### config.mk
export PLATFORM = sky130hd
export DESIGN_NAME = led_matrix_frame_receiver
export DESIGN_NICKNAME = d
export VERILOG_FILES = /design/src/rtl/lmfr_pkg.sv /design/src/rtl/lmfr_parser.sv /design/src/rtl/led_matrix_frame_receiver.sv
export VERILOG_INCLUDE_DIRS = /design/src /design/src/rtl
export SDC_FILE = /design/constraint.sdc
export NUM_CORES = 1
export LEC_CHECK = 0
export ABC_AREA = 1
export BUFFER_PORTS_ARGS = -buffer_cell sky130_fd_sc_hd__buf_2
export CAP_MARGIN = 20
export CORE_UTILIZATION = 64
export DETAILED_ROUTE_END_ITERATION = 16
export PLACE_DENSITY = 0.84
export SETUP_SLACK_MARGIN = 0.1
export SLEW_MARGIN = 40
export SYNTH_ARGS = -nofsm -noshare
export SYNTH_HDL_FRONTEND = slang
export SYNTH_HIERARCHICAL = 1
export SYNTH_SLANG_ARGS = --single-unit
### constraint.sdc
create_clock -name clk_i -period 8.7 [get_ports clk_i]
set_input_delay 0.87 -clock clk_i [delete_from_list [all_inputs] [get_ports clk_i]]
set_output_delay 0.87 -clock clk_i [all_outputs]
set_load 0.01 [all_outputs]
### src/rtl/led_matrix_frame_receiver_defines.svh
// Assertion macros for the LED matrix frame receiver.
// Define ASSERT_OFF to compile the assertions out; no other dependencies.
`ifndef LED_MATRIX_FRAME_RECEIVER_DEFINES_SVH
`define LED_MATRIX_FRAME_RECEIVER_DEFINES_SVH

`ifndef ASSERT_OFF
`define LMFR_ASSERT_IMPL(lbl, clk, rst_n, ante, cons) \
  lbl: assert property (@(posedge clk) disable iff (!rst_n) (ante) |-> (cons)) \
    else $error("lmfr assertion failed");
`define LMFR_ASSERT_NEXT(lbl, clk, rst_n, ante, cons) \
  lbl: assert property (@(posedge clk) disable iff (!rst_n) (ante) |=> (cons)) \
    else $error("lmfr assertion failed");
`else
`define LMFR_ASSERT_IMPL(lbl, clk, rst_n, ante, cons)
`define LMFR_ASSERT_NEXT(lbl, clk, rst_n, ante, cons)
`endif

`endif

### src/rtl/lmfr_pkg.sv
// Types and constants shared by the LED matrix frame receiver modules.
// No dependencies.
`timescale 1ns / 1ps

package lmfr_pkg;

  localparam int unsigned BYTE_W     = 8;
  localparam int unsigned PIX_IDX_W  = 12;
  localparam int unsigned COLOR_W    = 24;
  localparam int unsigned HDR_POS_W  = 3;
  localparam int unsigned AREA_W     = 16;

  localparam logic REQ_DATA  = 1'b0;
  localparam logic REQ_START = 1'b1;

  localparam logic KIND_SIZE  = 1'b0;
  localparam logic KIND_PIXEL = 1'b1;

  localparam logic [HDR_POS_W-1:0] HDR_POS_FIRST  = 3'd0;
  localparam logic [HDR_POS_W-1:0] HDR_POS_WIDTH  = 3'd4;
  localparam logic [HDR_POS_W-1:0] HDR_POS_HEIGHT = 3'd5;

  localparam logic [BYTE_W-1:0] HDR_TEXT [4] = '{8'h73, 8'h69, 8'h7A, 8'h65};

  localparam logic [1:0] SUB_FIRST  = 2'd0;
  localparam logic [1:0] SUB_SECOND = 2'd1;
  localparam logic [1:0] SUB_THIRD  = 2'd2;

  typedef logic [PIX_IDX_W-1:0] pix_idx_t;

  typedef struct packed {
    logic                kind;
    logic [BYTE_W-1:0]   matrix_width;
    logic [BYTE_W-1:0]   matrix_height;
    logic                size_accepted;
    pix_idx_t            pixel_index;
    logic [COLOR_W-1:0]  pixel_color;
    logic                frame_last;
  } result_t;

endpackage

### src/rtl/lmfr_parser.sv
// Header matcher, size check and pixel packer for the LED matrix frame receiver.
// Depends on lmfr_pkg.
`timescale 1ns / 1ps

module lmfr_parser #(
  parameter int unsigned MAX_PIXELS = 4096
) (
  input  logic                       clk_i,
  input  logic                       rst_ni,
  input  logic                       beat_i,
  input  logic                       req_type_i,
  input  logic [lmfr_pkg::BYTE_W-1:0] data_byte_i,
  output logic                       res_valid_o,
  output lmfr_pkg::result_t          res_o
);

  localparam int unsigned IDX_W = $clog2(MAX_PIXELS + 1);

  logic                              hunting_q, hunting_d;
  logic [lmfr_pkg::HDR_POS_W-1:0]    hdr_pos_q, hdr_pos_d;
  logic [lmfr_pkg::BYTE_W-1:0]       width_q, width_d;
  logic [lmfr_pkg::BYTE_W-1:0]       height_q, height_d;
  logic                              active_q, active_d;
  logic [lmfr_pkg::AREA_W-1:0]       area_q, area_d;
  logic [IDX_W-1:0]                  idx_q, idx_d;
  logic [1:0]                        sub_q, sub_d;
  logic [lmfr_pkg::BYTE_W-1:0]       byte0_q, byte0_d;
  logic [lmfr_pkg::BYTE_W-1:0]       byte1_q, byte1_d;
  logic [lmfr_pkg::AREA_W-1:0]       new_area;
  logic                              size_ok;
  logic                              last;

  assign new_area = lmfr_pkg::AREA_W'(width_q) * lmfr_pkg::AREA_W'(data_byte_i);
  assign size_ok  = (new_area != '0) && (17'(new_area) <= 17'(MAX_PIXELS));
  assign last     = (17'(idx_q) + 17'd1) == 17'(area_q);

  always_comb begin
    hunting_d   = hunting_q;
    hdr_pos_d   = hdr_pos_q;
    width_d     = width_q;
    height_d    = height_q;
    active_d    = active_q;
    area_d      = area_q;
    idx_d       = idx_q;
    sub_d       = sub_q;
    byte0_d     = byte0_q;
    byte1_d     = byte1_q;
    res_valid_o = 1'b0;
    res_o       = '0;
    if (beat_i) begin
      if (req_type_i == lmfr_pkg::REQ_START) begin
        hunting_d = 1'b1;
        hdr_pos_d = lmfr_pkg::HDR_POS_FIRST;
      end else if (hunting_q) begin
        if (hdr_pos_q < lmfr_pkg::HDR_POS_WIDTH) begin
          hdr_pos_d = (data_byte_i == lmfr_pkg::HDR_TEXT[hdr_pos_q[1:0]]) ?
                      hdr_pos_q + lmfr_pkg::HDR_POS_W'(1) : lmfr_pkg::HDR_POS_FIRST;
        end else if (hdr_pos_q == lmfr_pkg::HDR_POS_WIDTH) begin
          width_d   = data_byte_i;
          hdr_pos_d = lmfr_pkg::HDR_POS_HEIGHT;
        end else if (hdr_pos_q == lmfr_pkg::HDR_POS_HEIGHT) begin
          height_d  = data_byte_i;
          hdr_pos_d = lmfr_pkg::HDR_POS_FIRST;
          hunting_d = 1'b0;
          active_d  = size_ok;
          area_d    = new_area;
          idx_d     = '0;
          sub_d     = lmfr_pkg::SUB_FIRST;
          byte0_d   = '0;
          byte1_d   = '0;
          res_valid_o         = 1'b1;
          res_o.kind          = lmfr_pkg::KIND_SIZE;
          res_o.matrix_width  = width_q;
          res_o.matrix_height = data_byte_i;
          res_o.size_accepted = size_ok;
        end else begin
          hdr_pos_d = lmfr_pkg::HDR_POS_FIRST;
        end
      end else if (active_q) begin
        case (sub_q)
          lmfr_pkg::SUB_FIRST: begin
            byte0_d = data_byte_i;
            sub_d   = lmfr_pkg::SUB_SECOND;
          end
          lmfr_pkg::SUB_SECOND: begin
            byte1_d = data_byte_i;
            sub_d   = lmfr_pkg::SUB_THIRD;
          end
          default: begin
            res_valid_o       = 1'b1;
            res_o.kind        = lmfr_pkg::KIND_PIXEL;
            res_o.pixel_index = lmfr_pkg::pix_idx_t'(idx_q);
            res_o.pixel_color = {data_byte_i, byte1_q, byte0_q};
            res_o.frame_last  = last;
            idx_d             = last ? '0 : idx_q + IDX_W'(1);
            sub_d             = lmfr_pkg::SUB_FIRST;
            byte0_d           = '0;
            byte1_d           = '0;
          end
        endcase
      end
    end
  end

  always_ff @(posedge clk_i or negedge rst_ni) begin
    if (!rst_ni) begin
      hunting_q <= 1'b1;
      hdr_pos_q <= lmfr_pkg::HDR_POS_FIRST;
      width_q   <= '0;
      height_q  <= '0;
      active_q  <= 1'b0;
      area_q    <= '0;
      idx_q     <= '0;
      sub_q     <= lmfr_pkg::SUB_FIRST;
    end else begin
      hunting_q <= hunting_d;
      hdr_pos_q <= hdr_pos_d;
      width_q   <= width_d;
      height_q  <= height_d;
      active_q  <= active_d;
      area_q    <= area_d;
      idx_q     <= idx_d;
      sub_q     <= sub_d;
    end
  end

  always_ff @(posedge clk_i) begin
    byte0_q <= byte0_d;
    byte1_q <= byte1_d;
  end

endmodule

### src/rtl/led_matrix_frame_receiver.sv
// LED matrix frame receiver top level: parser plus two-entry result buffer.
// Depends on lmfr_pkg, lmfr_parser and led_matrix_frame_receiver_defines.svh.
//
// Input channel: one beat per serial byte (req_type 0) or start-new-matrix
// event (req_type 1), taken when in_valid_i is high and in_stall_o is low.
// The block hunts for the header "size", then takes width and height bytes and
// returns a size report; after an accepted size every three data bytes give a
// pixel beat with its index and a frame_last mark.
// Output channel: one beat per result, taken when out_valid_o is high and
// out_stall_i is low. Only size reports and third pixel bytes give results.
// Throughput: one input beat per cycle while in_stall_o is low.
// The parser's result is combinational; the block registers it before presenting it.
// A result register plus a skid register hold up to two results; in_stall_o
// rises only while the skid register is full, so input keeps flowing while one
// finished result waits on a stalled receiver.
// Reset (rst_ni low, asynchronous): hunting for the header, no accepted size,
// output empty.
`timescale 1ns / 1ps
`include "led_matrix_frame_receiver_defines.svh"

module led_matrix_frame_receiver #(
  parameter int unsigned MAX_PIXELS = 4096
) (
  input  logic                          clk_i,
  input  logic                          rst_ni,
  input  logic                          in_valid_i,
  output logic                          in_stall_o,
  input  logic                          req_type_i,
  input  logic [lmfr_pkg::BYTE_W-1:0]   data_byte_i,
  output logic                          out_valid_o,
  input  logic                          out_stall_i,
  output logic                          result_kind_o,
  output logic [lmfr_pkg::BYTE_W-1:0]   matrix_width_o,
  output logic [lmfr_pkg::BYTE_W-1:0]   matrix_height_o,
  output logic                          size_accepted_o,
  output lmfr_pkg::pix_idx_t            pixel_index_o,
  output logic [lmfr_pkg::COLOR_W-1:0]  pixel_color_o,
  output logic                          frame_last_o
);

  logic              in_beat;
  logic              out_take;
  logic              res_valid;
  lmfr_pkg::result_t res;
  logic              out_valid_q, out_valid_d;
  logic              skid_valid_q, skid_valid_d;
  lmfr_pkg::result_t out_q, out_d;
  lmfr_pkg::result_t skid_q, skid_d;

  assign in_stall_o = skid_valid_q;
  assign in_beat    = in_valid_i && !skid_valid_q;
  assign out_take   = out_valid_q && !out_stall_i;

  lmfr_parser #(
    .MAX_PIXELS (MAX_PIXELS)
  ) u_parser (
    .clk_i       (clk_i),
    .rst_ni      (rst_ni),
    .beat_i      (in_beat),
    .req_type_i  (req_type_i),
    .data_byte_i (data_byte_i),
    .res_valid_o (res_valid),
    .res_o       (res)
  );

  always_comb begin
    out_valid_d  = out_valid_q;
    skid_valid_d = skid_valid_q;
    out_d        = out_q;
    skid_d       = skid_q;
    if (out_take) begin
      if (skid_valid_q) begin
        out_d        = skid_q;
        skid_valid_d = 1'b0;
      end else begin
        out_valid_d = 1'b0;
      end
    end
    if (res_valid) begin
      if (!out_valid_q || out_take) begin
        out_d       = res;
        out_valid_d = 1'b1;
      end else begin
        skid_d       = res;
        skid_valid_d = 1'b1;
      end
    end
  end

  always_ff @(posedge clk_i or negedge rst_ni) begin
    if (!rst_ni) begin
      out_valid_q  <= 1'b0;
      skid_valid_q <= 1'b0;
    end else begin
      out_valid_q  <= out_valid_d;
      skid_valid_q <= skid_valid_d;
    end
  end

  always_ff @(posedge clk_i) begin
    out_q  <= out_d;
    skid_q <= skid_d;
  end

  assign out_valid_o     = out_valid_q;
  assign result_kind_o   = out_q.kind;
  assign matrix_width_o  = out_q.matrix_width;
  assign matrix_height_o = out_q.matrix_height;
  assign size_accepted_o = out_q.size_accepted;
  assign pixel_index_o   = out_q.pixel_index;
  assign pixel_color_o   = out_q.pixel_color;
  assign frame_last_o    = out_q.frame_last;

  `LMFR_ASSERT_IMPL(a_skid_behind_out, clk_i, rst_ni, skid_valid_q, out_valid_q)
  `LMFR_ASSERT_NEXT(a_stalled_result_to_skid, clk_i, rst_ni,
                    res_valid && out_valid_q && out_stall_i, skid_valid_q)
  `LMFR_ASSERT_IMPL(a_size_report_clean, clk_i, rst_ni,
                    out_valid_o && (result_kind_o == lmfr_pkg::KIND_SIZE),
                    (pixel_index_o == '0) && (pixel_color_o == '0) && !frame_last_o)

endmodule

==> out/metrics.cfg <==
[status]
status=finished, violations left
violations=DRC

[global_routing]
grt_pass1_wl_um=40620
grt_max_degree=59
grt_pass1_vias=8683
grtUsageTotal_pct=29.38
antenna_found_initial=0
overflow=0

[clocking]
cts.reportedPaths.clkPinSlew_ns=0.07
post_cts_resize_count=0
ctsRootBufferMaster=clkbuf_16
cts_tree=built
postCtsHoldBufs=0
ctsLongestPathBuffers=2
clkSinkCount=172
insertion_delay_ns=0.43
cts.repair_timing.setup_buffer_count=0
cts_inserted_buffers=17
cts-htree-levels=4

[sta]
whs_ns=0.4938
min_period_ns=4.503
finalHoldViolCount=0
max-slew-margin-rel_pct=49.34
min_period_over_period_pct=51.76
rsz0062_at_grt=false
drv_slew=0
fmax_mhz=222.1
setup_viol_count_final=0
tightestPinTransition_ns=0.7571
tns_ns=0
fin_ws_ns=4.197
clock_skew_ns=0.01043

[yosys]
async_flop_share_pct=26.74
synthAdderAreaFrac_pct=11.40
yosys.cell_types.count=37
netlist_instances=1450
yosys_register_bits=172
synthSimpleGateAreaFrac_pct=30.85
synth_nets=1540
synth-compound-area-share_pct=2.197
yosysSeqAreaShare_pct=40.53
ys.warnings.count=6
syn-cell-area_sq_um=10820
synth_edf_count=71
synth-main-ff-cell=edfxtp_1
syn_area_per_cell_sq_um=7.461
synth_top_family_by_area=simple AND/OR/NAND/NOR gates
synth_xor_area_share_pct=0.4857
yosys-mux-area-fraction_pct=0

[die]
core_area_sq_um=16520
core.rowCount=47
fp.dieW_um=132.0
initial_utilization_pct=65.47
die_area_sq_um=17430
die_height_um=132.0
top_level_ports=70

[layout]
post-route-util_pct=71.16
seq_area_sq_um=4388
syn_to_final_growth_pct=8.685
drive_above_1_share_pct=10.67
multi_input_area_sq_um=4885
fin_nets=1567
num-fill-cells=1313
design_area_sq_um=11760
antennaDiodeCount=0

[critical_path]
end_kind=register
critical_path_arrival_ns=4.88
startpoint_type=input pin
required_ns=9.08
crit_type=in -> reg
critPathMaxFanout=11

[placed_design]
globalplace.congestion=0.9004
dpl.hpwl_um=16680
dp_slack_ns=3.733
io_buffers=69
placed_cell_area_sq_um=11170

[power]
leakagePower_nw=6.312
ir_drop_v=0.0002196
power.density_nw_per_um2=222.6

[drt]
wl_per_cell_um=14.44
ant_nets=0
vias=9180
dr.first_iter.drc_count=715
wl_um=24680
vias_per_cell=5.368
drc_errors=2
drt_first_pass_iters=11

[min_path]
min_path_type=reg -> reg

[run]
max_cap_viol_count=0

[cell type report]
type	count	share of cell area, %
multi-input cells	883	41.54
flip-flops and latches	172	37.32
inverters	327	10.46
clock buffers	17	3.618
repair buffers	76	3.384
well taps	220	2.341
clock inverters	15	1.341
[worst paths after layout]
check	from	end	slack, ns	cells past startpoint
worst max-delay path	data_byte_i[2]	size_accepted_o	4.20	23
worst min-delay path	u_parser/area_q[15]	u_parser/area_q[15]	0.49	1
worst max register to register	u_parser/width_q[5]	size_accepted_o	4.27	22
worst min register to register	u_parser/area_q[15]	u_parser/area_q[15]	0.49	1
max in group asynchronous	rst_ni	out_valid_o	7.72	2
min in group asynchronous	rst_ni	u_parser/area_q[13]	0.53	2
[flip-flops by register name, indices dropped and copies added (netlist names), 2 cells and up, named ones only]
register            flops
matrix_width_o          8
u_parser/idx_q         13
u_parser/width_q        8
u_parser/sub_q          2
matrix_height_o         8
u_parser/byte1_q        8
pixel_color_o          24
u_parser/hdr_pos_q      3
u_parser/byte0_q        8
skid_q                 55
pixel_index_o          12
u_parser/area_q        16
[where the power goes]
part	internal [W]	switching, W	total [W]
logic	0.000356	0.000587	0.000943
clock network	0.000404	0.000340	0.000744
registers	0.000896	0.0000352	0.000931
[routing by layer]
layer | part of all wire [%] | vias to the layer above | GRT usage (%)
met2 | 48 | 351 | 49.44
met5 | 0 | - | 0
met3 | 7.1 | 42 | 5.844
met4 | 2.4 | 0 | 11.05
met1 | 42 | 4328 | 37.58
li1 | - | 4459 | -
[cells in the final DEF, fill, tap and decap left out, types with 2 or more instances in the layout]
cell        netlist  routed
inv_6             0       2
nand3b_1          4       4
nand4_1          67      67
o21ai_0          30      30
edfxtp_1         71      71
fa_1             36      36
nand3_1          99      98
clkbuf_16         0      17
dfrtp_1          45      43
nor2_2            4       5
nand2_1         419     418
nor2_4            8       9
buf_2            25      69
xor2_1            3       3
nor2_1          121     119
o21a_1            2       2
clkinv_4          0       2
xnor2_1           3       3
inv_1           324     323
ha_1             41      41
nand2_4           1       2
nand3_2           4       5
inv_2             3       3
nor3_1            4       4
inv_8             0       3
dfrtp_2           0       2
dfxtp_1          55      55
clkinvlp_4        0       5
buf_4             6       7
a21oi_1           9       9
nand2_2          20      20
[stage by stage]
stage | cells | power (W)
after CTS | 1710 | 0.002631
after floorplan | 1450 | 0.001657
after global placement | 1678 | 0.001851
after global routing | 1710 | 0.002815
after detailed placement | 1678 | 0.001884
final | 1710 | 0.002617
[worst max-delay path, cell delays in order]
cell and delay (ns):
buf_2 0.22, nand2_1 0.13, fa_1 0.52, fa_1 0.54, inv_1 0.05, fa_1 0.47
inv_1 0.05, fa_1 0.47, inv_1 0.05, ha_1 0.32, nand2_1 0.08, nand2_1 0.07
a21oi_1 0.19, nand2_1 0.14, nand2_1 0.09, nand3_1 0.07, nand2_1 0.09, nand2_1 0.05
nor2_1 0.09, nand3_1 0.10, inv_1 0.08, nand2_1 0.05, nand2_1 0.09
[Yosys cell counts (all sizes together), types with 2 or more instances]
cell / instances / area [sq um]
a21oi: 9 / 45.04
buf: 35 / 215.2
clkbuf: 32 / 120.1
dfrtp: 45 / 1126
dfxtp: 55 / 1101
edfxtp: 71 / 2132
fa: 36 / 720.7
ha: 41 / 513.0
inv: 327 / 1227
nand2: 440 / 1709
nand3: 103 / 535.5
nand3b: 4 / 30.03
nand4: 68 / 440.4
nor2: 133 / 569.3
nor3: 4 / 20.02
o21a: 2 / 15.01
o21ai: 30 / 150.1
xnor2: 3 / 26.28
xor2: 3 / 26.28
[cells by family (layout without fill, tap and decap cells)]
| logic type | after synthesis | in the layout |
|---|---|---|
| buffers and inverters | 395 | 435 |
| and+or+nand+nor | 755 | 755 |
| adders and majority gates | 77 | 77 |
| DFF | 172 | 172 |
| xor gates and xnor gates | 6 | 6 |
| AOI/OAI and AO/OA | 45 | 45 |
Power figures use the tool's default switching activity.
